File: config.mk
export PLATFORM = sky130hd
export DESIGN_NAME = v3ga_div_cell
export DESIGN_NICKNAME = d
export VERILOG_FILES = /design/src/hdl/v3ga_pkg.sv /design/src/hdl/v3ga_div_cell.sv
export SDC_FILE = /design/constraint.sdc
export NUM_CORES = 1
export LEC_CHECK = 0
export ABC_AREA = 0
export BUFFER_PORTS_ARGS = -buffer_cell sky130_fd_sc_hd__buf_2
export CAP_MARGIN = 5
export CORE_MARGIN = 4
export CORE_UTILIZATION = 28
export CTS_CLUSTER_SIZE = 10
export DETAILED_ROUTE_END_ITERATION = 8
export HOLD_SLACK_MARGIN = 0.08
export PLACE_DENSITY_LB_ADDON = 0.15
export RECOVER_POWER = 25
export SKIP_LAST_GASP = 1
export SLEW_MARGIN = 20
export SYNTH_ARGS = -nofsm -noshare
export SYNTH_HDL_FRONTEND = slang
export SYNTH_SLANG_ARGS = --single-unit
export TNS_END_PERCENT = 5
File: constraint.sdc
create_clock -name clk_i -period 4.65 [get_ports clk_i]
set_input_delay 1.1625 -clock clk_i [delete_from_list [all_inputs] [get_ports clk_i]]
set_output_delay 1.1625 -clock clk_i [all_outputs]
set_load 0.01 [all_outputs]
File: src/hdl/v3ga_pkg.sv
// ----------------------------------------------------------------------------
// v3ga_pkg: shared types and constants of the 3D vector ALU
// Opcodes, the result record, angle and square-root widths, the CORDIC
// arctangent table and the 2*pi divisor used by the angle reduction cells.
// ----------------------------------------------------------------------------
package v3ga_pkg;

  typedef enum logic [3:0] {
    OP_ADD    = 4'd0,
    OP_SUB    = 4'd1,
    OP_SCALE  = 4'd2,
    OP_LERP   = 4'd3,
    OP_DOT    = 4'd4,
    OP_CROSS  = 4'd5,
    OP_LENSQ  = 4'd6,
    OP_LEN    = 4'd7,
    OP_DISTSQ = 4'd8,
    OP_DIST   = 4'd9,
    OP_ROTX   = 4'd10,
    OP_ROTY   = 4'd11,
    OP_ROTZ   = 4'd12
  } opcode_e;

  typedef struct packed {
    logic [31:0] x;
    logic [31:0] y;
    logic [31:0] z;
    logic        sat;
  } result_t;

  // remainder path of the angle reduction, angle/CORDIC path, square-root path
  localparam int REM_W = 66;
  localparam int ANG_W = 34;
  localparam int SQ_W  = 64;

  localparam logic [63:0] PI_Q60 = 64'h3243_F6A8_885A_308D;

  localparam logic signed [ANG_W-1:0] CORDIC_GAIN = 34'sd652032874;

  localparam logic signed [ANG_W-1:0] PI_Q30 =
    ANG_W'((PI_Q60 + (64'd1 << 29)) >> 30);
  localparam logic signed [ANG_W-1:0] TWO_PI_Q30 =
    ANG_W'(((PI_Q60 + (64'd1 << 29)) >> 30) << 1);
  localparam logic signed [ANG_W-1:0] HALF_PI_Q30 =
    ANG_W'((PI_Q60 + (64'd1 << 30)) >> 31);

  localparam int ATAN_N = 30;
  localparam logic [29:0] ATAN_Q30 [ATAN_N] = '{
    30'd843314857, 30'd497837829, 30'd263043837, 30'd133525159, 30'd67021687,
    30'd33543516,  30'd16775851,  30'd8388437,   30'd4194283,   30'd2097149,
    30'd1048576,   30'd524288,    30'd262144,    30'd131072,    30'd65536,
    30'd32768,     30'd16384,     30'd8192,      30'd4096,      30'd2048,
    30'd1024,      30'd512,       30'd256,       30'd128,       30'd64,
    30'd32,        30'd16,        30'd8,         30'd4,         30'd2
  };

  // 2*pi with frac_bits+32 fraction bits
  function automatic logic [REM_W-1:0] two_pi_x(input int frac_bits);
    logic [63:0] v;
    v = (PI_Q60 + (64'd1 << (26 - frac_bits))) >> (27 - frac_bits);
    return REM_W'(v);
  endfunction

endpackage

File: src/hdl/v3ga_div_cell.sv
// ----------------------------------------------------------------------------
// v3ga_div_cell: one restoring step of the reduction modulo 2*pi
// Subtract the shifted divisor when it fits; advance the sign flag.
// ----------------------------------------------------------------------------
module v3ga_div_cell #(
  parameter int FRAC_BITS = 16,
  parameter int SHIFT     = 0
) (
  input  logic                        clk_i,
  input  logic [v3ga_pkg::REM_W-1:0]  rem_i,
  input  logic                        neg_i,
  output logic [v3ga_pkg::REM_W-1:0]  rem_o,
  output logic                        neg_o
);

  localparam logic [v3ga_pkg::REM_W-1:0] STEP_SUB =
    v3ga_pkg::two_pi_x(FRAC_BITS) << SHIFT;

  logic [v3ga_pkg::REM_W-1:0] rem_q;
  logic                       neg_q;

  always_ff @(posedge clk_i) begin
    if (rem_i >= STEP_SUB) begin
      rem_q <= rem_i - STEP_SUB;
    end else begin
      rem_q <= rem_i;
    end
    neg_q <= neg_i;
  end

  assign rem_o = rem_q;
  assign neg_o = neg_q;

endmodule

==> results_dict.tcl, run 1 <==
set metrics [dict create \
    cp-endpoint "rem_o[60]$_DFF_P_" \
    most-common-layout-cells "buf_2, dfxtp_1, nand2_1, xnor2_1, clkbuf_1" \
    ir_worst_vdd_v 0.000142 \
    finalSetupViolCount 0 \
    design.core.area_um2 12000 \
    cap_violations 0 \
    fin_crit_sh 0.806 \
    pwr-share-seq 0.419 \
    antenna_found_initial 0 \
    area_delta_synth_final_pct 31.2 \
    crit_required_ns 4.85 \
    routed_via_density 4.92 \
    yosysUniqueCellTypes 53 \
    slew_headroom 0.678 \
    postCtsSetupRepairBufs 0 \
    path_max_fanout 33 \
    start_util 0.285 \
    cp-startpoint "rem_i[42]" \
    syn_avg_cell_area_um2 8.54 \
    tightestPinTransition_ns 0.483 \
    synth_flop_cell "dfxtp_1" \
    cts_buffer_depth 2 \
    cp-end-kind "flop" \
    placed_area_um2 4230 \
    min_path_type "in -> reg" \
    cp.arrival_ns 3.94 \
    critPathKind "in -> reg" \
    finalSetupTns_ns 0 \
    gp_congestion 0.856 \
    ys_ff_latch 67 \
    track_usage 0.159 \
    switchingPower_w 0.000427 \
    grt_pass1_vias 3420 \
    worst_path_largest_cell_delay_ns 0.65 \
    power_density_nw_per_um2 344 \
    totalWireLength_mm 11.1 \
    path_cells "buf_2 > or4_1 > a21oi_2 > o21ai_2 > a2111o_1 > a2111o_1 > buf_4 > nand3_1 > nor4b_1 > xor2_1" \
    dieArea_um2 14000 \
    power.internal_w 0.00111 \
    yosysWarnings 0 \
    syn_area_um2 3410 \
    drtIter0Drc 228 \
    routedWlPerCell_um 16.4 \
    row_count 40 \
    cpMostUsedCell "a2111o_1" \
    ant_nets 0 \
    maxSlewViolCount 0 \
    dp_hpwl_mm 8.93 \
    clock-sinks 67 \
    remaining_drc_errors 0 \
    status "completed" \
    num_vias 3350 \
    ios 135 \
    die_y_um 118 \
    period_minus_slack_ns 3.75 \
    h-tree-depth 3 \
    antenna_cells 0 \
    swShare 0.277 \
    final_area_um2 4470 \
    grt_overflow_total 0 \
    numPortBuffers 134 \
    syn_inst 399 \
    utilization 0.374 \
    first_pass_iters 4 \
    cts_buffers 9 \
    final_common_cell "buf_2" \
    combPwrFrac 0.170 \
    leakage_nw 1.89 \
    post_cts_resized 0 \
    cp_slowest_cell "or4_1" \
    crit_buf_inv 2 \
    dieWidth_um 118 \
    cp.depth 10 \
    grt_start_max_net_pins 34 \
    root_buffer "clkbuf_16" \
    design_power_total_w 0.00154 \
    nets 598 \
    holdBufCountCts 0 \
    synth_edf_count 0 \
    setup.worst_path.start_class "input port" \
    clockPowerShare 0.411 \
    clk_pin_slew_ns 0.06 \
    seq_area_frac_synth 0.394 \
    tritoncts "built" \
    rsz0062_at_grt "no" \
    max_freq_mhz 267 \
    drive_gt1_frac 0.260 \
    synth_nets 468 \
    critPathTopFamily "compound AO/OA/AOI/OAI gates" \
    finalHoldViolCount 0 \
    synthArstFlopShare 0 \
    grt_pass1_wl_mm 18.0 \
]
power by group through the flow:
stage / Clock (W) / Combinational [W] / Sequential [W]
final: 0.000633 / 0.000261 / 0.000645
after global routing: 0.000672 / 0.000289 / 0.000651
after CTS: 0.000650 / 0.000271 / 0.000645
after detailed placement: 0 / 0.000269 / 0.000657
after global placement: 0 / 0.000270 / 0.000657
after floorplan: 0 / 0.000109 / 0.000688
flip-flops by register name, indices dropped and copies added, names as in the netlist:
signal and cells:
neg_o 1, rem_o 66
layer usage:
layer | up-vias | part of all wire | GRT usage
li1 | 1673 | - | -
met4 | 0 | 0.011 | 0.0425
met5 | - | 0 | 0
met3 | 8 | 0.062 | 0.0359
met2 | 108 | 0.45 | 0.252
met1 | 1561 | 0.48 | 0.219
worst min path at each step:
stage / from / end / slack (ns) / depth (start not counted)
after detailed placement: neg_i / neg_o$_DFF_P_ / 1.27 / 1
after floorplan: neg_i / neg_o$_DFF_P_ / 1.19 / 0
after global routing: neg_i / neg_o$_DFF_P_ / 0.93 / 1
final: neg_i / neg_o$_DFF_P_ / 0.93 / 1
after CTS: neg_i / neg_o$_DFF_P_ / 0.92 / 1
after global placement: neg_i / neg_o$_DFF_P_ / 1.27 / 1
stage by stage:
stage               setup WS (ns)  instances  hold WS, ns
global route                0.719        681        0.926
detailed placement          0.566        665         1.27
CTS                         0.904        681        0.919
finish                      0.902        681        0.930
floorplan                   0.997        399         1.19
global placement            0.596        665         1.27
cells in the mapped netlist, drive strengths merged, types with 5 or more instances:
cell     n  area [µm²]
or2      8        50.1
nand2b   5        31.3
nand3   15        75.1
nand2   47         176
nor3    24         120
o21ai   12        63.8
nor4    11        68.8
nor2    24        90.1
or3      5        31.3
clkbuf  16        60.1
buf      6        36.3
xnor2   36         315
dfxtp   67        1340
a21oi   20         104
xor2    28         245
o211ai   6        45.0
final cells by class:
class / count / area [µm²]
fillers: 1304 / 7490
multi-input cells: 306 / 1970
flip-flops and latches: 67 / 1340
repair buffers: 141 / 683
clock buffers: 10 / 239
well taps: 147 / 184
clock inverters: 6 / 40.0
inverters: 4 / 15.0
kinds of logic (layout without fill, tap and decap cells):
group / Yosys count / count (layout) / synth area share
AOI/OAI and AO/OA: 71 / 71 / 0.144
DFF: 67 / 67 / 0.394
and+or+nand+nor: 170 / 170 / 0.262
adders and majority gates: 1 / 1 / 0.00367
xor gates and xnor gates: 64 / 64 / 0.164
buffers and inverters: 26 / 161 / 0.0327
Power figures use the tool's default switching activity.
==> run 2: changes to the inputs <==
Clock period 4.65 ns to 3.8 ns, I/O delays scaled along.
==> run 2 against run 1 <==
  * Combinational power up 26%
  * Global-route usage up 0.76 points
  * Non-clock buffer count up 14
==> results_dict.tcl, run 2 (synthesized netlist as in run 1, its figures left out) <==
set metrics [dict create \
    status "completed" \
    antenna_found_initial 0 \
    leakage_nw 1.97 \
    hold_path_depth 1 \
    drtIter0Drc 172 \
    track_usage 0.167 \
    root_buffer "clkbuf_16" \
    dieWidth_um 118 \
    remaining_drc_errors 0 \
    cap_violations 0 \
    critPathKind "in -> reg" \
    row_count 40 \
    num_vias 3374 \
    finalSetupTns_ns 0 \
    die_y_um 118 \
    dp_hpwl_mm 9.19 \
    start_util 0.285 \
    cts_buffer_depth 2 \
    ios 135 \
    routed_via_density 4.86 \
    fin_crit_sh 0.888 \
    pre_cts_slack_ns 0.113 \
    routedWlPerCell_um 16.4 \
    rsz0062_at_grt "no" \
    postCtsSetupRepairBufs 0 \
    cp-end-kind "flop" \
    min_path_type "in -> reg" \
    grt_overflow_total 0 \
    holdBufCountCts 0 \
    ant_nets 0 \
    nFillCells 1264 \
    path_max_fanout 4 \
    nets 612 \
    grt_start_max_net_pins 13 \
    largest_reg_flops 66 \
    setup.worst_path.start_class "input port" \
    grt_pass1_wl_mm 18.5 \
    max_freq_mhz 297 \
    gp_congestion 0.833 \
    cts_buffers 9 \
    design.core.area_um2 12000 \
    totalWireLength_mm 11.4 \
    grt_pass1_vias 3509 \
    final_common_cell "buf_2" \
    clock-sinks 67 \
    antenna_cells 0 \
    drive_gt1_frac 0.280 \
    period_minus_slack_ns 3.37 \
    power_density_nw_per_um2 426 \
    clk_pin_slew_ns 0.05 \
    h-tree-depth 3 \
    area_delta_synth_final_pct 35.0 \
    min_delay_worst_endpoint "neg_o$_DFF_P_" \
    hp-start "neg_i" \
    numPortBuffers 134 \
    finalSetupViolCount 0 \
    crit_required_ns 4.07 \
    dieArea_um2 14000 \
    tightestPinTransition_ns 0.608 \
    tritoncts "built" \
    maxSlewViolCount 0 \
    finalHoldViolCount 0 \
    cp.arrival_ns 3.64 \
    post_cts_resized 0 \
    fin_ws_ns 0.428 \
    first_pass_iters 4 \
    most-common-layout-cells "buf_2, dfxtp_1, nand2_1, xnor2_1, clkbuf_1" \
    ir_worst_vdd_v 0.000225 \
    slew_headroom 0.592 \
]
==> run 2: worst max path at each step <==
stage              start                end  slack [ns]  cells past startpoint
5_1_grt        rem_i[14]  rem_o[52]$_DFF_P_        0.13                     11
4_1_cts         rem_i[4]  rem_o[52]$_DFF_P_        0.44                     11
3_5_place_dp   rem_i[42]  rem_o[15]$_DFF_P_        0.11                     10
6_report        rem_i[4]  rem_o[52]$_DFF_P_        0.43                     11
3_3_place_gp   rem_i[14]  rem_o[52]$_DFF_P_        0.12                     11
2_1_floorplan  rem_i[39]  rem_o[38]$_DFF_P_        0.36                     10
==> run 2: power breakdown <==
group | internal [W] | switching, W
Clock | 0.000538 | 0.000302
Sequential | 0.000773 | 0.0000179
Combinational | 0.000138 | 0.000191
Total | 0.00145 | 0.000511
==> run 2: critical path: stages <==
cell and delay, ns:
buf_2 0.13, nor3_1 0.29, a311oi_1 0.24, o41ai_1 0.49
buf_4 0.19, nor3_1 0.05, or2_2 0.34, o21ai_0 0.17
nor4b_1 0.46, buf_4 0.20, xor2_1 0.13
==> run 2: final cells by class <==
| type | count | area [µm²] | area share |
|---|---|---|---|
| clock inverters | 4 | 50.0 | 0.0109 |
| multi-input cells | 306 | 1970 | 0.428 |
| flip-flops and latches | 67 | 1340 | 0.292 |
| clock buffers | 11 | 253 | 0.0549 |
| well taps | 147 | 184 | 0.0400 |
| inverters | 4 | 15.0 | 0.00326 |
| repair buffers | 155 | 790 | 0.172 |
==> run 2: metal layers <==
metal	wire, µm	global-route usage
met5	0	0
met4	180	0.0520
met3	645	0.0502
met2	5170	0.267
met1	5400	0.215
==> run 2: through the flow <==
| step | instance area [µm²] | utilization | cells | power (W) | hold slack [ns] |
|---|---|---|---|---|---|
| CTS | 4640 | 0.388 | 694 | 0.00200 | 0.699 |
| global route | 4600 | 0.385 | 694 | 0.00206 | 0.700 |
| global placement | 4340 | 0.363 | 679 | 0.00114 | 1.05 |
| finish | 4600 | 0.385 | 694 | 0.00196 | 0.713 |
| detailed placement | 4340 | 0.363 | 679 | 0.00114 | 1.06 |
| floorplan | 3410 | - | 399 | 0.000974 | 0.978 |
