### src/hdl/v3ga_pkg.sv
// ----------------------------------------------------------------------------
// v3ga_pkg: shared types and constants of the 3D vector ALU
// Opcodes, the result record, angle and square-root widths, the CORDIC
// arctangent table and the 2*pi divisor used by the angle reduction cells.
// ----------------------------------------------------------------------------
package v3ga_pkg;

  typedef enum logic [3:0] {
    OP_ADD    = 4'd0,
    OP_SUB    = 4'd1,
    OP_SCALE  = 4'd2,
    OP_LERP   = 4'd3,
    OP_DOT    = 4'd4,
    OP_CROSS  = 4'd5,
    OP_LENSQ  = 4'd6,
    OP_LEN    = 4'd7,
    OP_DISTSQ = 4'd8,
    OP_DIST   = 4'd9,
    OP_ROTX   = 4'd10,
    OP_ROTY   = 4'd11,
    OP_ROTZ   = 4'd12
  } opcode_e;

  typedef struct packed {
    logic [31:0] x;
    logic [31:0] y;
    logic [31:0] z;
    logic        sat;
  } result_t;

  // remainder path of the angle reduction, angle/CORDIC path, square-root path
  localparam int REM_W = 66;
  localparam int ANG_W = 34;
  localparam int SQ_W  = 64;

  localparam logic [63:0] PI_Q60 = 64'h3243_F6A8_885A_308D;

  localparam logic signed [ANG_W-1:0] CORDIC_GAIN = 34'sd652032874;

  localparam logic signed [ANG_W-1:0] PI_Q30 =
    ANG_W'((PI_Q60 + (64'd1 << 29)) >> 30);
  localparam logic signed [ANG_W-1:0] TWO_PI_Q30 =
    ANG_W'(((PI_Q60 + (64'd1 << 29)) >> 30) << 1);
  localparam logic signed [ANG_W-1:0] HALF_PI_Q30 =
    ANG_W'((PI_Q60 + (64'd1 << 30)) >> 31);

  localparam int ATAN_N = 30;
  localparam logic [29:0] ATAN_Q30 [ATAN_N] = '{
    30'd843314857, 30'd497837829, 30'd263043837, 30'd133525159, 30'd67021687,
    30'd33543516,  30'd16775851,  30'd8388437,   30'd4194283,   30'd2097149,
    30'd1048576,   30'd524288,    30'd262144,    30'd131072,    30'd65536,
    30'd32768,     30'd16384,     30'd8192,      30'd4096,      30'd2048,
    30'd1024,      30'd512,       30'd256,       30'd128,       30'd64,
    30'd32,        30'd16,        30'd8,         30'd4,         30'd2
  };

  // 2*pi with frac_bits+32 fraction bits
  function automatic logic [REM_W-1:0] two_pi_x(input int frac_bits);
    logic [63:0] v;
    v = (PI_Q60 + (64'd1 << (26 - frac_bits))) >> (27 - frac_bits);
    return REM_W'(v);
  endfunction

endpackage

### src/hdl/v3ga_sqrt_cell.sv
// ----------------------------------------------------------------------------
// v3ga_sqrt_cell: one bit of the integer square root
// Trial-subtract res+bit from the remainder; shift the partial root.
// ----------------------------------------------------------------------------
module v3ga_sqrt_cell #(
  parameter int BIT_IDX = 31
) (
  input  logic                       clk_i,
  input  logic [v3ga_pkg::SQ_W-1:0]  v_i,
  input  logic [v3ga_pkg::SQ_W-1:0]  r_i,
  output logic [v3ga_pkg::SQ_W-1:0]  v_o,
  output logic [v3ga_pkg::SQ_W-1:0]  r_o
);

  localparam int SQX = v3ga_pkg::SQ_W + 1;
  localparam logic [SQX-1:0] BIT_VAL = {{v3ga_pkg::SQ_W{1'b0}}, 1'b1} << (2 * BIT_IDX);

  logic [SQX-1:0]            trial;
  logic [v3ga_pkg::SQ_W-1:0] v_q, r_q;

  assign trial = {1'b0, r_i} + BIT_VAL;

  always_ff @(posedge clk_i) begin
    if ({1'b0, v_i} >= trial) begin
      v_q <= v_i - trial[v3ga_pkg::SQ_W-1:0];
      r_q <= (r_i >> 1) + BIT_VAL[v3ga_pkg::SQ_W-1:0];
    end else begin
      v_q <= v_i;
      r_q <= r_i >> 1;
    end
  end

  assign v_o = v_q;
  assign r_o = r_q;

endmodule

### config.mk
export PLATFORM = sky130hd
export DESIGN_NAME = v3ga_sqrt_cell
export DESIGN_NICKNAME = d
export VERILOG_FILES = /design/src/hdl/v3ga_pkg.sv /design/src/hdl/v3ga_sqrt_cell.sv
export SDC_FILE = /design/constraint.sdc
export NUM_CORES = 1
export LEC_CHECK = 0
export ABC_AREA = 1
export BUFFER_PORTS_ARGS = -buffer_cell sky130_fd_sc_hd__buf_2
export CORE_ASPECT_RATIO = 1.2
export CORE_MARGIN = 2
export CORE_UTILIZATION = 25
export DETAILED_ROUTE_END_ITERATION = 7
export PLACE_DENSITY_LB_ADDON = 0.25
export SYNTH_ARGS = -nofsm -noshare
export SYNTH_HDL_FRONTEND = slang
export SYNTH_SLANG_ARGS = --single-unit
### constraint.sdc
create_clock -name clk_i -period 1.8 [get_ports clk_i]
set_input_delay 0 -clock clk_i [delete_from_list [all_inputs] [get_ports clk_i]]
set_output_delay 0 -clock clk_i [all_outputs]
set_load 0.01 [all_outputs]
==> results of run 1 <==
final cells by class:
cell class                 count  area (um^2)  area share, %
multi-input combinational   1173         5900           35.4
timing repair buffer         740         5370           32.2
sequential                   128         2560           15.4
inverter                     410         1540           9.24
tap                          526          658           3.95
clock buffer                  17          425           2.55
clock inverter                15          208           1.25
cell families after synthesis:
| logic type | count (synthesis) |
|---|---|
| xor+xnor | 31 |
| flops | 128 |
| simple gates | 1025 |
| fa+ha+maj | 66 |
| buf+inv | 431 |
| compound gates | 51 |
per-layer routing:
metal  vias up  track usage (%)  share of wire [%]
li1       6597                -                  -
met1      5474             22.9                 40
met2       214             41.5                 54
met3        50             3.18                3.2
met4         0             6.55                2.4
met5         -                0                  0
flip-flops by register name, indices dropped and copies added, names as in the netlist:
register  count
v_o          64
r_o          64
cells in the mapped netlist:
master | n | area share (%)
buf_2 | 12 | 0.61
inv_2 | 11 | 0.42
nand2_4 | 1 | 0.11
nor4_1 | 5 | 0.32
and2_1 | 1 | 0.064
or2_2 | 1 | 0.064
nor4_2 | 1 | 0.13
clkinv_1 | 1 | 0.038
nand2_1 | 725 | 28
nor3_1 | 8 | 0.41
a21oi_2 | 1 | 0.089
buf_4 | 3 | 0.23
buf_6 | 6 | 0.69
ha_1 | 65 | 8.3
nor2_1 | 98 | 3.7
nand3_2 | 1 | 0.10
nand4_1 | 7 | 0.44
nand3b_1 | 15 | 1.1
nor2_2 | 16 | 1.0
dfxtp_1 | 128 | 26
xnor2_1 | 1 | 0.089
xor2_1 | 30 | 2.7
a21oi_1 | 42 | 2.1
inv_1 | 398 | 15
nand3_1 | 132 | 6.7
nor2_4 | 3 | 0.34
fa_1 | 1 | 0.20
o21ai_0 | 8 | 0.41
and3_1 | 3 | 0.19
nor3b_1 | 1 | 0.076
nand2_2 | 7 | 0.44
what timing repair did:
item	CTS	global route
hold endpoints to repair	128	0
hold buffers	129	0
gates resized for setup	12	58
cloned	0	2
pin swaps	3	4
endpoints found under the setup margin	66	65
critical path, stage by stage:
cell	delay [ns]
buf_2	0.10
inv_1	0.12
ha_4	0.22
buf_6	0.13
nand2_2	0.10
inv_1	0.06
nand2_2	0.08
nand2_2	0.09
nand2_1	0.07
nand2_1	0.06
inv_1	0.05
nand2_1	0.09
nand2_1	0.09
nand2_2	0.09
nor2_4	0.16
nand2_4	0.09
buf_6	0.16
buf_12	0.15
nand2_1	0.08
nand2_1	0.05
through the flow:
step,setup TNS (ns),hold slack (ns),cell area [um^2],cells,util [%]
2_1_floorplan,0,0.0277,9840,1732,-
3_3_place_gp,-37.43,0.116,14300,2846,36.9
3_5_place_dp,-35.83,0.117,14300,2846,36.9
4_1_cts,0,0.0145,16300,3007,42.0
5_1_grt,-0.0438,0.0525,16700,3009,42.9
6_report,0,0.0277,16700,3009,42.9
worst max-delay path by stage:
stage / start / to / depth (start not counted)
2_1_floorplan: r_i[62] / v_o[61] / 12
3_3_place_gp: v_i[44] / v_o[62] / 17
3_5_place_dp: r_i[44] / v_o[62] / 18
4_1_cts: r_i[44] / v_o[62] / 20
5_1_grt: r_i[44] / v_o[22] / 20
6_report: r_i[44] / v_o[25] / 20
power groups by stage:
stage	clock network [mW]	logic, mW	registers (mW)
floorplan	0	1.86	3.54
global placement	0	4.27	3.36
detailed placement	0	4.28	3.35
CTS	3.92	4.54	3.30
global route	4.01	5.12	3.32
finish	3.81	4.61	3.29
==> results.md, run 1 <==
- Place WS: -0.638 ns
- Global Route Usage Sum: between 20% and 30%
- Main combinational cell family by area after synthesis: simple AND/OR/NAND/NOR gates
- Synth Area in Compound Gates: approximately 2.6%
- CTS tree: done
- Nets: 2665
- Sequential fraction of the synthesis area: 26.0%
- Port buffer count: approximately 260
- Syn nets: about 1.9k
- Final Hold Fails: 0
- Cell Area, Synth: slightly below 10000 um^2
- Worst setup EP type: flip-flop
- Io pins: around 260
- Syn Inst Count: roughly 1.7k
- Vias in the first global route: between 10k and 15k
- CTS buffer count: 17
- Hold path startpoint: r_i[1]
- CTS clk-pin slew, worst paths: 0.06 ns
- Layout fillers: between 4k and 5k
- Worst EP required: 2.15 ns
- Die X: around 190 um
- CTS max path bufs: 2
- P_int: approximately 7.7 mW
- Clock group share of total power: 32.5%
- Largest fanout on the critical path: 12
- Die footprint: around 40000 um^2
- Core Region: ~39000 um^2
- Initial antenna violation count: 0
- Simple-gate area share of the yosys netlist: 43.0%
- Die Height: about 220 um
- RD Place Congestion: roughly 0.92
- Detail Placement HPWL: between 30000 and 40000 um
- H-tree Lvls: 4
- CTS root buf: clkbuf_16
- Drt via density: around 4.1
- Startpoint Class: primary input
- Initial Util: approximately 25%
- Slew @ Worst Pin: between 0.4 and 0.5 ns
- Max Cap Violations: 0
- DRC viols: 0
- Mapped Avg Cell Area: between 5 and 6 um^2
- Cell leakage power: slightly below 10 nW
- CP Data Arrival Time: between 2 and 2.5 ns
- Mux cell area share after synthesis: 0%
- CTS sink cnt: approximately 130
- Logic pwr share: ~39%
- Fin crit period: roughly 1.7 ns
- XOR/XNOR Fraction of Synth Area: under 10%
- Hold path cells: 5
- P_sw: about 4.1 mW
- Grt ovf: 0
- Hold endpoint: v_o[1]
- Via count: between 10k and 15k
- Most frequent cells in the layout: nand2_1, inv_1, buf_4, buf_2, dlygate4sd3_1
- Setup Buffers After CTS: 0
- Slew headroom: approximately 70%
- Cell row count: ~80
- Final Max Slew Viols: 0
- Crit Path Category: in -> reg
- Tot Pwr: around 12 mW
- Endpoints failing setup: 0
- WL final: ~43000 um
- Post-synth cell types: 31
- Maximum vdd drop: 0.671 mV
- Most common cell after layout, fill and taps aside: nand2_1
- First-pass iteration count of the detailed router: 5
- Largest net degree at the start of global routing: 34
- DR iter-0 viols: around 480
- Diode count: 0
- Sequential share of power: between 20% and 30%
- Post-Synth Adder-Cell Area: around 8.5%
- Final period util: between 90% and 100%
- Fmax: around 580 MHz
- Final WS setup: between 0.08 and 0.09 ns
- HP Class: in -> reg
- Seq cells post-synth: around 130
- Pwr dens: 703 nW/um^2
- WL/cell: around 14 um
- Sw frac: 34.6%
- Detail Route Antenna Nets: 0
- Layout cell share with drive strength beyond 1: between 20% and 30%
- Status: finished, final reports clean
- First-pass GRT wire length: around 65000 um
- Warnings, synthesis: 0
- Area added between synthesis and finish: 69.2%
Power figures use the tool's default switching activity.
==> inputs of run 2 (changes only) <==
--- a/config.mk
+++ b/config.mk
@@ -10,5 +10,5 @@
 export CORE_ASPECT_RATIO = 1.2
 export CORE_MARGIN = 2
-export CORE_UTILIZATION = 25
+export CORE_UTILIZATION = 49
 export DETAILED_ROUTE_END_ITERATION = 7
 export PLACE_DENSITY_LB_ADDON = 0.25
==> constraint.sdc (replaced) <==
create_clock -name clk_i -period 1.8 [get_ports clk_i]
set_input_delay 0.36 -clock clk_i [delete_from_list [all_inputs] [get_ports clk_i]]
set_output_delay 0.36 -clock clk_i [all_outputs]
set_load 0.01 [all_outputs]
==> run 2 against run 1 <==
The flow now finishes with violations (DRC, setup timing); hold slack lost 0.0029 ns; wire length grew 20%; global-route usage grew 19 points; fmax shrank 28%; final area shrank 0.80%; first-iteration DRC count grew to 2.8 times the previous value; via count grew 12%; core utilization grew 41 points; flip-flop and latch count is the same; power grew 7.4%; combinational power grew 23%; critical path type unchanged; highest routed layer is now met5.
==> results.md, run 2 (same netlist as run 1, synthesis figures left out) <==
- Vias in the first global route: 12.4k (+0.21%)
- Cell leakage power: 9.49 nW (-4.5%)
- P_int: 7.72 mW (+0.79%)
- Nets: 2470 (-7.3%)
- Pwr dens: 761 nW/um^2 (+8.3%)
- Hold path cells: 1 (-4)
- DR iter-0 viols: 1318 (+180%)
- Crit Path Category: in -> reg
- Endpoints failing setup: 66 (+66)
- WL/cell: 20.3 um (+42%)
- Sequential share of power: 26.2% (-1.9 points)
- Initial antenna violation count: 1 (+1)
- Max Cap Violations: 0 (unchanged)
- H-tree Lvls: 4 (unchanged)
- Largest net degree at the start of global routing: 39 (+15%)
- Detail Route Antenna Nets: 0 (unchanged)
- CTS max path bufs: 2 (unchanged)
- Final Hold Fails: 0 (unchanged)
- Slew headroom: 73.4% (+3.9 points)
- Final period util: 133% (+38 points)
- Core Region: 19600 um^2 (-49%)
- Cell row count: 56 (-29%)
- Sw frac: 38.6% (+4.0 points)
- Port buffer count: 256 (unchanged)
- WL final: 51700 um (+20%)
- Slew @ Worst Pin: 0.399 ns (-0.0541 ns)
- Logic pwr share: 45.3% (+5.9 points)
- Clock group share of total power: 28.6% (-3.9 points)
- Worst setup EP type: flip-flop
- Fin util: 84.2% (+41 points)
- Global Route Usage Sum: 40.3% (+19 points)
- Initial Util: 50.2% (+25 points)
- TNS Setup: -32.16 ns (-32.16 ns)
- Final Max Slew Viols: 0 (unchanged)
- Drt via density: 5.45 (+33%)
- Diode count: 0 (unchanged)
- Via count: 13.9k (+12%)
- CTS buffer count: 17 (unchanged)
- Placed cells: 2474 (-13%)
- DRC viols: 5 (+5)
- HP Class: in -> reg
- Die X: 133 um (-28%)
- CTS sink cnt: 128 (unchanged)
- CP Data Arrival Time: 2.73 ns (+0.66 ns)
- Detail Placement HPWL: 33400 um (-7.3%)
- Most common cell after layout, fill and taps aside: nand2_1
- Failing checks: DRC, setup timing
- RD Place Congestion: 0.988 (+7.5%)
- CTS tree: done
- CTS root buf: clkbuf_16
- First-pass iteration count of the detailed router: 8 (+3)
- P_sw: 4.86 mW (+20%)
- First-pass GRT wire length: 65500 um (+0.42%)
- CTS clk-pin slew, worst paths: 0.06 ns (about the same)
- Die footprint: 21200 um^2 (-48%)
- Area added between synthesis and finish: 67.9%
- Final WS setup: -0.595 ns (-0.678 ns)
- Status: complete, but fails checks
- Non-Filler Instances: 2546 (-15%)
- Layout cell share with drive strength beyond 1: 42.2% (+12 points)
- Fmax: 418 MHz (-28%)
- Most frequent cells in the layout: nand2_1, inv_1, buf_4, buf_2, dfxtp_1
- Io pins: 257 (unchanged)
- Worst Hold Margin: 0.0248 ns (-0.00292 ns)
- RSZ-0062 raised after global routing: yes
- Worst EP required: 2.14 ns (about the same)
- Maximum vdd drop: 0.719 mV (+7.1%)
- Largest fanout on the critical path: 4 (-8)
- Grt ovf: 0 (unchanged)
- Startpoint Class: primary input
- Die Height: 159 um (-28%)
- Fin crit period: 2.39 ns (+0.678 ns)
-- run 2: cell count changes in the layout (fill, tap and decap cells not counted), moves of 47 or more --
cell / change
nand2_1: -117
buf_4: -80
nand2_2: +92
nand3_2: +48
ha_4: +47
nand3_1: -65
dlygate4sd3_1: -129
-- run 2: power groups by stage --
stage	clock network [mW]	registers (mW)	logic, mW
after global placement	0	3.33	4.13
after global routing	3.64	3.32	5.97
final	3.59	3.29	5.69
after CTS	3.53	3.29	4.67
after floorplan	0	3.54	2.16
after detailed placement	0	3.34	4.25
-- run 2: path summary, 6_finish.rpt --
path                  startpoint       to  slack [ns]
worst max-delay path      r_i[9]  v_o[59]       -0.59
worst min-delay path     r_i[42]  r_o[41]        0.02
-- run 2: per-stage QoR --
stage / setup WS [ns] / cell area, um^2 / power [mW]
final: -0.595 / 16500 / 12.6
after global routing: -0.756 / 16500 / 12.9
after CTS: -0.162 / 15200 / 11.5
after detailed placement: -0.718 / 14100 / 7.59
after global placement: -0.713 / 14100 / 7.46
after floorplan: -0.133 / 10800 / 5.69
-- run 2: what timing repair did --
item,in CTS,in global routing
cloned,9,8
pin swaps,43,91
gates resized for setup,56,284
setup endpoints to repair,66,66
buffers inserted,4,22
hold buffers,0,0
-- run 2: layer usage --
metal	vias to the layer above	track usage (%)	wire length, um
met1	6234	41.1	16400
met3	402	6.14	5270
met5	-	0	20
met2	1017	73.8	24700
li1	6208	-	-
met4	2	29.7	5420
-- run 2: final cells by class --
cell class	count	area [um^2]
fillers	1136	3100
flip-flops and latches	128	2560
inverters	410	1540
clock buffers	20	467
multi-input cells	1174	7590
well taps	261	327
repair buffers	544	3930
clock inverters	9	110
-- run 2: critical path, cell delays in order --
cell and delay (ns):
buf_2 0.11, inv_1 0.25, ha_4 0.28, nand2_1 0.22, inv_1 0.08, nand2_1 0.08, nand2_1 0.12, inv_1 0.22
nand3_1 0.27, nand2_1 0.17, nand2_2 0.11, nand2_1 0.18, nand3b_1 0.12, nand3_2 0.10, nand2_1 0.05
