--- src/hdl/v3ga_pkg.sv ---
// ----------------------------------------------------------------------------
// v3ga_pkg: shared types and constants of the 3D vector ALU
// Opcodes, the result record, angle and square-root widths, the CORDIC
// arctangent table and the 2*pi divisor used by the angle reduction cells.
// ----------------------------------------------------------------------------
package v3ga_pkg;

  typedef enum logic [3:0] {
    OP_ADD    = 4'd0,
    OP_SUB    = 4'd1,
    OP_SCALE  = 4'd2,
    OP_LERP   = 4'd3,
    OP_DOT    = 4'd4,
    OP_CROSS  = 4'd5,
    OP_LENSQ  = 4'd6,
    OP_LEN    = 4'd7,
    OP_DISTSQ = 4'd8,
    OP_DIST   = 4'd9,
    OP_ROTX   = 4'd10,
    OP_ROTY   = 4'd11,
    OP_ROTZ   = 4'd12
  } opcode_e;

  typedef struct packed {
    logic [31:0] x;
    logic [31:0] y;
    logic [31:0] z;
    logic        sat;
  } result_t;

  // remainder path of the angle reduction, angle/CORDIC path, square-root path
  localparam int REM_W = 66;
  localparam int ANG_W = 34;
  localparam int SQ_W  = 64;

  localparam logic [63:0] PI_Q60 = 64'h3243_F6A8_885A_308D;

  localparam logic signed [ANG_W-1:0] CORDIC_GAIN = 34'sd652032874;

  localparam logic signed [ANG_W-1:0] PI_Q30 =
    ANG_W'((PI_Q60 + (64'd1 << 29)) >> 30);
  localparam logic signed [ANG_W-1:0] TWO_PI_Q30 =
    ANG_W'(((PI_Q60 + (64'd1 << 29)) >> 30) << 1);
  localparam logic signed [ANG_W-1:0] HALF_PI_Q30 =
    ANG_W'((PI_Q60 + (64'd1 << 30)) >> 31);

  localparam int ATAN_N = 30;
  localparam logic [29:0] ATAN_Q30 [ATAN_N] = '{
    30'd843314857, 30'd497837829, 30'd263043837, 30'd133525159, 30'd67021687,
    30'd33543516,  30'd16775851,  30'd8388437,   30'd4194283,   30'd2097149,
    30'd1048576,   30'd524288,    30'd262144,    30'd131072,    30'd65536,
    30'd32768,     30'd16384,     30'd8192,      30'd4096,      30'd2048,
    30'd1024,      30'd512,       30'd256,       30'd128,       30'd64,
    30'd32,        30'd16,        30'd8,         30'd4,         30'd2
  };

  // 2*pi with frac_bits+32 fraction bits
  function automatic logic [REM_W-1:0] two_pi_x(input int frac_bits);
    logic [63:0] v;
    v = (PI_Q60 + (64'd1 << (26 - frac_bits))) >> (27 - frac_bits);
    return REM_W'(v);
  endfunction

endpackage

--- src/hdl/v3ga_cordic_cell.sv ---
// ----------------------------------------------------------------------------
// v3ga_cordic_cell: one CORDIC rotation-mode iteration
// Rotate towards zero residual angle by atan(2^-STEP); floor shifts.
// ----------------------------------------------------------------------------
module v3ga_cordic_cell #(
  parameter int STEP = 0
) (
  input  logic                               clk_i,
  input  logic signed [v3ga_pkg::ANG_W-1:0]  x_i,
  input  logic signed [v3ga_pkg::ANG_W-1:0]  y_i,
  input  logic signed [v3ga_pkg::ANG_W-1:0]  z_i,
  input  logic                               neg_i,
  output logic signed [v3ga_pkg::ANG_W-1:0]  x_o,
  output logic signed [v3ga_pkg::ANG_W-1:0]  y_o,
  output logic signed [v3ga_pkg::ANG_W-1:0]  z_o,
  output logic                               neg_o
);

  localparam logic signed [v3ga_pkg::ANG_W-1:0] ATAN =
    v3ga_pkg::ANG_W'(v3ga_pkg::ATAN_Q30[STEP]);

  logic signed [v3ga_pkg::ANG_W-1:0] dx, dy;
  logic signed [v3ga_pkg::ANG_W-1:0] x_q, y_q, z_q;
  logic                              neg_q;

  assign dx = y_i >>> STEP;
  assign dy = x_i >>> STEP;

  always_ff @(posedge clk_i) begin
    if (!z_i[v3ga_pkg::ANG_W-1]) begin
      x_q <= x_i - dx;
      y_q <= y_i + dy;
      z_q <= z_i - ATAN;
    end else begin
      x_q <= x_i + dx;
      y_q <= y_i - dy;
      z_q <= z_i + ATAN;
    end
    neg_q <= neg_i;
  end

  assign x_o   = x_q;
  assign y_o   = y_q;
  assign z_o   = z_q;
  assign neg_o = neg_q;

endmodule

--- config.mk ---
export PLATFORM = sky130hd
export DESIGN_NAME = v3ga_cordic_cell
export DESIGN_NICKNAME = d
export VERILOG_FILES = /design/src/hdl/v3ga_pkg.sv /design/src/hdl/v3ga_cordic_cell.sv
export SDC_FILE = /design/constraint.sdc
export NUM_CORES = 1
export LEC_CHECK = 0
export ABC_AREA = 1
export ABC_CLOCK_PERIOD_IN_PS = 4490
export BUFFER_PORTS_ARGS = -buffer_cell sky130_fd_sc_hd__buf_2
export CORE_MARGIN = 3
export CORE_UTILIZATION = 61
export DETAILED_ROUTE_END_ITERATION = 8
export MAX_ROUTING_LAYER = met4
export PLACE_DENSITY_LB_ADDON = 0.12
export SYNTH_ARGS = -nofsm -noshare
export SYNTH_HDL_FRONTEND = slang
export SYNTH_SLANG_ARGS = --single-unit
--- constraint.sdc ---
create_clock -name clk_i -period 4.49 [get_ports clk_i]
set_input_delay 0.2245 -clock clk_i [delete_from_list [all_inputs] [get_ports clk_i]]
set_output_delay 0.2245 -clock clk_i [all_outputs]
set_load 0.05 [all_outputs]
==> results of run 1 <==
-- per-stage QoR --
step	setup WS, ps	std cells	hold slack, ps	cell area, um^2	total power [uW]
4_1_cts	1820	2223	83.6	12500	4140
3_5_place_dp	1450	2206	334	12200	3300
5_1_grt	1530	2223	105	12500	4390
6_report	1760	2223	90.9	12500	4180
3_3_place_gp	1580	2206	328	12200	3260
2_1_floorplan	1980	1817	252	11200	2750
-- sequential cells by signal (all words and copies together) (netlist names) --
name	cells
neg_o	1
x_o	34
y_o	33
z_o	34
-- kinds of logic after synthesis --
group | count (synthesis) | share of synthesized area, %
AO/OA/AOI/OAI | 361 | 18.0
XOR/XNOR | 51 | 4.00
adder cells (fa/ha/maj) | 136 | 15.5
buffers and inverters | 288 | 10.8
flip-flops | 102 | 18.3
multiplexers | 3 | 0.269
AND/OR/NAND/NOR | 876 | 33.1
-- power by group through the flow --
stage          Clock [uW]  Combinational, uW  Sequential (uW)
2_1_floorplan           0                978             1780
3_3_place_gp            0               2110             1150
3_5_place_dp            0               2140             1150
4_1_cts               855               2150             1130
5_1_grt               896               2350             1150
6_report              854               2190             1140
-- metal layers --
layer | global-route usage, % | wire length [um] | vias up
li1 | - | - | 6269
met1 | 46.6 | 15100 | 5870
met2 | 61.3 | 17200 | 851
met3 | 5.93 | 4360 | 123
met4 | 15.3 | 1650 | 0
met5 | - | 0 | -
-- final timing paths --
check  cells past startpoint  endpoint
max                       12   z_o[33]
min                        2    z_o[0]
-- cell type report --
type | instances | area share [%]
clock buffer | 9 | 1.80
clock inverter | 7 | 0.650
inverter | 244 | 7.33
multi-input combinational | 1427 | 63.2
sequential | 102 | 16.3
tap | 225 | 2.25
timing repair buffer | 209 | 8.43
-- layout by cell type, fill, tap and decap left out, drive strengths merged, types with 2 or more instances in the layout --
master and n:
nand2 487, inv 246, nand3 156, o31ai 4, nor2 175, nor3 27
clkinv 2, a31oi 6, nand4 19, buf 208, ha 132, o211ai 7
nor4 4, or2 6, o21a 4, o21bai 18, o21ai 122, mux2i 3
a21o 17, a21oi 172, clkbuf 9, fa 4, a21boi 5, xnor2 11
o22ai 5, dfxtp 102, clkinvlp 2, xor2 40
-- critical path, delay by kind of cell --
family          cells  cell delay, ps
fa+ha+maj           1             490
simple gates        5             550
compound gates      4             750
buf+inv             2             950
-- what timing repair did --
| action | CTS | global route |
|---|---|---|
| setup endpoints to repair | 0 | 0 |
| endpoints found under the hold margin | 1 | 0 |
| hold buffers | 1 | 0 |
| resized for setup | 0 | 0 |
==> Implementation_results.wiki, run 1 <==
{| class="wikitable"
! Metric !! Value
|-
| Worst min-delay path class || input pin to flop
|-
| Horizontal die dimension || 141 um
|-
| Detail Route Antenna Nets || 0
|-
| Cell area after synthesis || 0.0112 mm^2
|-
| Post-synthesis net count || 2057
|-
| Final Critical Period || between 2000 and 3000 ps
|-
| Maximum level of the CTS H-tree || 3
|-
| Worst vdd rail ir drop || slightly above 0.3 mV
|-
| Fill count || between 1500 and 2000
|-
| Via-to-Cell Ratio || 5.90
|-
| Number of synthesized flops with an enable pin || 0
|-
| Clock edge transition at the registers on the reported setup and hold paths || ~80 ps
|-
| Launch point of the worst hold path || z_i[0]
|-
| Number of standard-cell rows in the floorplan || 48
|-
| Max_cap viols || 0
|-
| Combinational share of power || a little over half
|-
| Largest fanout on the critical path || 31
|-
| Setup TNS after final layout || 0 ps
|-
| Worst Setup Start Kind || input pin
|-
| CP Capture Type || flop
|-
| Diodes inserted || 0
|-
| Number of failing hold endpoints at the final stage || 0
|-
| Initial antenna violation count || 0
|-
| Vias in the first global route || 12000
|-
| Share of post-route cells with drive strength above 1 || 14.0%
|-
| Quantity of I/O buffers inserted on ports || 206
|-
| Cell with the most instances on the worst path || sky130_fd_sc_hd__nand2_1
|-
| Required time reported for the critical path endpoint || between 4000 and 5000 ps
|-
| Last weighted congestion value of the routability-driven placer || ~1.1
|-
| Wire length of the first global-routing pass || 59.0 mm
|-
| Clock Path Buffers || 2
|-
| HPWL after detailed placement || roughly 31 mm
|-
| Unrepaired setup endpoints after global routing || false
|-
| Number of search-and-repair iterations in the first detailed-routing pass || 6
|-
| Util after Layout || between 70% and 80%
|-
| Final #Nets || between 2000 and 2500
|-
| Result of the run || finished clean
|-
| Synthesized flop and latch total || 102
|-
| Part of the Yosys area used for sequential elements || 18.3%
|-
| Synth top area cells || sky130_fd_sc_hd__dfxtp_1, sky130_fd_sc_hd__nand2_1, sky130_fd_sc_hd__ha_1
|-
| Pin count of the biggest net entering global routing || 56
|-
| Switching power || ~2100 uW
|-
| Internal cell power || 2090 uW
|-
| Root buf cell || sky130_fd_sc_hd__clkbuf_16
|-
| Most frequently used cell type in the post-synthesis netlist || sky130_fd_sc_hd__nand2_1
|-
| Ys flop type || sky130_fd_sc_hd__dfxtp_1
|-
| Area of the core region || 0.0176 mm^2
|-
| Detailed Route WL || 38.2 mm
|-
| Cell type of the slowest stage on the worst timing path || sky130_fd_sc_hd__buf_2
|-
| Peak Freq || 366 MHz
|-
| Pin slew with the least headroom to its limit || 652 ps
|-
| Leakage || 0.00673 uW
|-
| Async set-or-reset flop fraction in the synthesized netlist || 0%
|-
| I/O pins || 207
|-
| Initial DRC Count || 1304
|-
| Launching element of the worst setup path || z_i[33]
|-
| Starting utilization of the core area || between 60% and 70%
|-
| List of cells traversed by the critical path || buf_2 -> inv_2 -> ha_1 -> a21oi_1 -> o21ai_0 -> nor2_1 -> o21ai_1 -> nand2_1 -> nand2_1 -> nand2_1 -> nand2_1 -> a21oi_1
|-
| Data arrival at the endpoint of the critical path || 2980 ps
|-
| Global-route total usage across every layer || 37.6%
|-
| Number of distinct library cells after synthesis || 46
|-
| Die Span Y || 141 um
|-
| Share of the cycle needed by the critical path after routing || 60.8%
|-
| Count of warnings emitted by yosys || 0
|-
| Layout-stage area growth over the synthesis result || 12.1%
|-
| Number of cells produced by synthesis || 1817
|-
| Switching Share || about half
|-
| Vias post-DR || 13100
|-
| Synth cell count leaders || sky130_fd_sc_hd__nand2_1, sky130_fd_sc_hd__inv_1, sky130_fd_sc_hd__a21oi_1, sky130_fd_sc_hd__nor2_1, sky130_fd_sc_hd__nand3_1
|-
| Final routed wire length divided by cell count || about 17 um
|-
| Post-CTS repair timing setup buffer count || 0
|-
| Relative max-transition margin || 56.6%
|-
| Area taken by flip-flops and latches || 0.00204 mm^2
|-
| Crit Path Category || input pin to flop
|-
| CTS tree || built
|-
| Clock network fraction of total power || 20.4%
|-
| Total grt overflow || 0
|-
| Largest stage delay, worst path || 500 ps
|-
| Library cell occupying the most area in the post-synthesis netlist || sky130_fd_sc_hd__dfxtp_1
|-
| Die outline area || 0.0200 mm^2
|-
| Yosys top cell area share || 18.3%
|-
| Number of remaining DRC errors || 0
|-
| Total number of clock tree sinks || approximately 100
|-
| Mean cell area of the mapped netlist || 6.15 um^2
|-
| Fraction of power consumed by sequential logic || between 20 and 30%
|-
| P per Cell Area || 334 mW/mm^2
|-
| Max Transition Viols Final || 0
|-
| CTS buffer count || 9
|-
| Multi-input logic area || around 0.0079 mm^2
|-
| Number of setup violations in the final report || 0
|}
No activity file was read; power rests on OpenSTA's default activity.
==> inputs of run 2 (changes only) <==
--- a/config.mk
+++ b/config.mk
@@ -6,10 +6,10 @@
 export NUM_CORES = 1
 export LEC_CHECK = 0
 export ABC_AREA = 1
-export ABC_CLOCK_PERIOD_IN_PS = 4490
+export ABC_CLOCK_PERIOD_IN_PS = 2500
 export BUFFER_PORTS_ARGS = -buffer_cell sky130_fd_sc_hd__buf_2
 export CORE_MARGIN = 3
-export CORE_UTILIZATION = 61
+export CORE_UTILIZATION = 52
 export DETAILED_ROUTE_END_ITERATION = 8
 export MAX_ROUTING_LAYER = met4
 export PLACE_DENSITY_LB_ADDON = 0.12
==> constraint.sdc (replaced) <==
create_clock -name clk_i -period 2.5 [get_ports clk_i]
set_input_delay 0.125 -clock clk_i [delete_from_list [all_inputs] [get_ports clk_i]]
set_output_delay 0.125 -clock clk_i [all_outputs]
set_load 0.05 [all_outputs]
==> run 2 against run 1 <==
- design area rose by 1.6%
- combinational power grew 83%
- total power rose by 79%
- worst hold slack got worse by 29 ps
- core utilization fell by 9.7 points
- non-clock buffer count increased by 19
- wire length is 1.5% higher
- sequential power is 76% higher
- global-route usage shrank 4.6 points
- clock power increased by 71%
- die area rose by 17%
- critical path type unchanged
- critical endpoint is now z_o[32]
- largest cell class unchanged
==> Implementation_results.wiki, run 2 (same netlist as run 1, synthesis figures left out) <==
{| class="wikitable"
! Metric !! Value
|-
| Result of the run || finished clean
|-
| Largest fanout on the critical path || 4 (-87%)
|-
| Final Critical Period || 2210 ps
|-
| Worst Setup Start Kind || input pin
|-
| Dpl cell area || 0.0124 mm^2 (+1.7%)
|-
| Setup TNS after final layout || 0 ps (unchanged)
|-
| P per Cell Area || 587 mW/mm^2 (+76%)
|-
| Clock Path Buffers || 2 (unchanged)
|-
| Detailed Route WL || 38.8 mm (+1.5%)
|-
| Root buf cell || sky130_fd_sc_hd__clkbuf_16
|-
| Final #Nets || 2252 (+0.85%)
|-
| Max Transition Viols Final || 0 (unchanged)
|-
| Number of setup violations in the final report || 0 (unchanged)
|-
| Largest stage delay, worst path || 520 ps (+20 ps)
|-
| Worst min-delay path class || input pin to flop
|-
| Horizontal die dimension || 153 um (+8.0%)
|-
| Fill count || 2050 (+22%)
|-
| Quantity of I/O buffers inserted on ports || 206 (unchanged)
|-
| Global-route total usage across every layer || 33.0% (-4.6 points)
|-
| Cell type of the slowest stage on the worst timing path || sky130_fd_sc_hd__dlygate4sd3_1
|-
| Pwr Total || 7470 uW (+79%)
|-
| Pin count of the biggest net entering global routing || 69 (+23%)
|-
| Data arrival at the endpoint of the critical path || 2480 ps (-500 ps)
|-
| Via-to-Cell Ratio || 5.60 (-5.0%)
|-
| Max_cap viols || 0 (unchanged)
|-
| Multi-input logic area || 0.00792 mm^2 (unchanged)
|-
| Maximum level of the CTS H-tree || 3 (unchanged)
|-
| Starting utilization of the core area || 54.0% (-9.5 points)
|-
| Share of the cycle needed by the critical path after routing || 88.4%
|-
| Number of search-and-repair iterations in the first detailed-routing pass || 5 (-1)
|-
| HPWL after detailed placement || 32.6 mm (+4.0%)
|-
| Util after Layout || 61.5% (-9.7 points)
|-
| Number of standard-cell rows in the floorplan || 52 (+8.3%)
|-
| Last weighted congestion value of the routability-driven placer || 1.13 (+0.48%)
|-
| Unrepaired setup endpoints after global routing || false
|-
| Worst vdd rail ir drop || 0.446 mV (+45%)
|-
| CP Capture Type || flop
|-
| Initial DRC Count || 1193 (-8.5%)
|-
| Crit Path Category || input pin to flop
|-
| Relative max-transition margin || 47.0% (-9.6 points)
|-
| Most common cell after layout, fill and taps aside || sky130_fd_sc_hd__nand2_1
|-
| Post-layout instance area || 0.0127 mm^2 (+1.6%)
|-
| Vias post-DR || 12800 (-2.3%)
|-
| Cell with the most instances on the worst path || sky130_fd_sc_hd__nand3_1
|-
| Share of post-route cells with drive strength above 1 || 14.7% (+0.76 points)
|-
| Die Span Y || 153 um (+8.0%)
|-
| Worst hold margin || 62.1 ps (-28.8 ps)
|-
| CTS tree || built
|-
| Wire length of the first global-routing pass || 61.6 mm (+4.5%)
|-
| Post-CTS repair timing setup buffer count || 0 (unchanged)
|-
| Area taken by flip-flops and latches || 0.00204 mm^2 (unchanged)
|-
| Detail Route Antenna Nets || 0 (unchanged)
|-
| Peak Freq || between 400 and 500 MHz
|-
| Number of remaining DRC errors || 0 (unchanged)
|-
| CTS buffer count || 9 (unchanged)
|-
| Die outline area || 0.0233 mm^2 (+17%)
|-
| Vias in the first global route || 12200 (+1.4%)
|-
| Area of the core region || 0.0207 mm^2 (+18%)
|-
| Total number of clock tree sinks || 102 (unchanged)
|-
| I/O pins || 207 (unchanged)
|-
| List of cells traversed by the critical path || dlygate4sd3_1 -> buf_2 -> inv_1 -> fa_1 -> o21ai_2 -> a21oi_1 -> o21ai_0 -> nand3_1 -> nand3_1 -> nand2_1
|-
| Initial antenna violation count || 0 (unchanged)
|-
| Required time reported for the critical path endpoint || 2770 ps (-1970 ps)
|-
| Layout-stage area growth over the synthesis result || 13.9%
|-
| Number of failing hold endpoints at the final stage || 0 (unchanged)
|-
| Commonest cells after routing, fill and taps aside || sky130_fd_sc_hd__nand2_1, sky130_fd_sc_hd__inv_1, sky130_fd_sc_hd__buf_2, sky130_fd_sc_hd__a21oi_1, sky130_fd_sc_hd__nor2_1
|-
| Clock edge transition at the registers on the reported setup and hold paths || 80 ps (about the same)
|-
| Final routed wire length divided by cell count || 17.0 um (-1.3%)
|-
| Launching element of the worst setup path || z_i[0]
|-
| Pin slew with the least headroom to its limit || 795 ps (+143 ps)
|-
| Diodes inserted || 0 (unchanged)
|-
| Total grt overflow || 0 (unchanged)
|-
| # resized after CTS || 0 (unchanged)
|-
| Leakage || 0.00681 uW (+1.2%)
|-
| Launch point of the worst hold path || y_i[0]
|}
==> run 2: cell types whose count changed in the layout (fill, tap and decap cells not counted) <==
cell / change
sky130_fd_sc_hd__clkinv_4: -1
sky130_fd_sc_hd__clkinv_2: -1
sky130_fd_sc_hd__dlygate4sd3_1: +1
sky130_fd_sc_hd__clkinvlp_4: +2
sky130_fd_sc_hd__clkinv_8: +1
sky130_fd_sc_hd__buf_4: +17
sky130_fd_sc_hd__buf_12: +1
sky130_fd_sc_hd__bufinv_16: -1
==> run 2: final timing paths <==
kind / to / slack, ps / cells past startpoint
worst max-delay path: z_o[32] / 290 / 10
worst min-delay path: x_o[0] / 60 / 3
==> run 2: worst max-delay path: cells and delay by family <==
| family | cells | cell delay, ps |
|---|---|---|
| buffers and inverters | 3 | 680 |
| adder cells (fa/ha/maj) | 1 | 470 |
| AND/OR/NAND/NOR | 3 | 330 |
| AO/OA/AOI/OAI | 3 | 850 |
==> run 2: cell type report <==
cell class,instances,share of cell area [%]
clock inverter,7,0.541
sequential,102,16.1
inverter,244,7.22
tap,270,2.66
clock buffer,9,1.77
timing repair buffer,228,9.54
multi-input combinational,1427,62.2
==> run 2: per-layer routing <==
metal	up-vias	GRT usage, %	part of all wire, %
met4	0	11.1	3.5
met5	-	-	0
met2	643	52.6	45
met3	96	4.32	8.5
li1	6307	-	-
met1	5771	43.5	43
==> run 2: report_power, final <==
part / switching [uW] / internal, uW / total, uW
Clock: 757 / 700 / 1460
Sequential: 73.0 / 1940 / 2010
Combinational: 2950 / 1050 / 4000
Total: 3780 / 3690 / 7470
==> run 2: timing repair <==
item	4_1_cts	5_1_grt
hold endpoints to repair	2	0
hold buffers	2	0
endpoints found under the setup margin	0	0
==> run 2: metrics by stage <==
step / setup WS, ps / std cells
floorplan: 93.5 / 1817
global placement: 132 / 2269
detailed placement: 91.0 / 2269
CTS: 281 / 2287
global route: 44.1 / 2287
finish: 290 / 2287
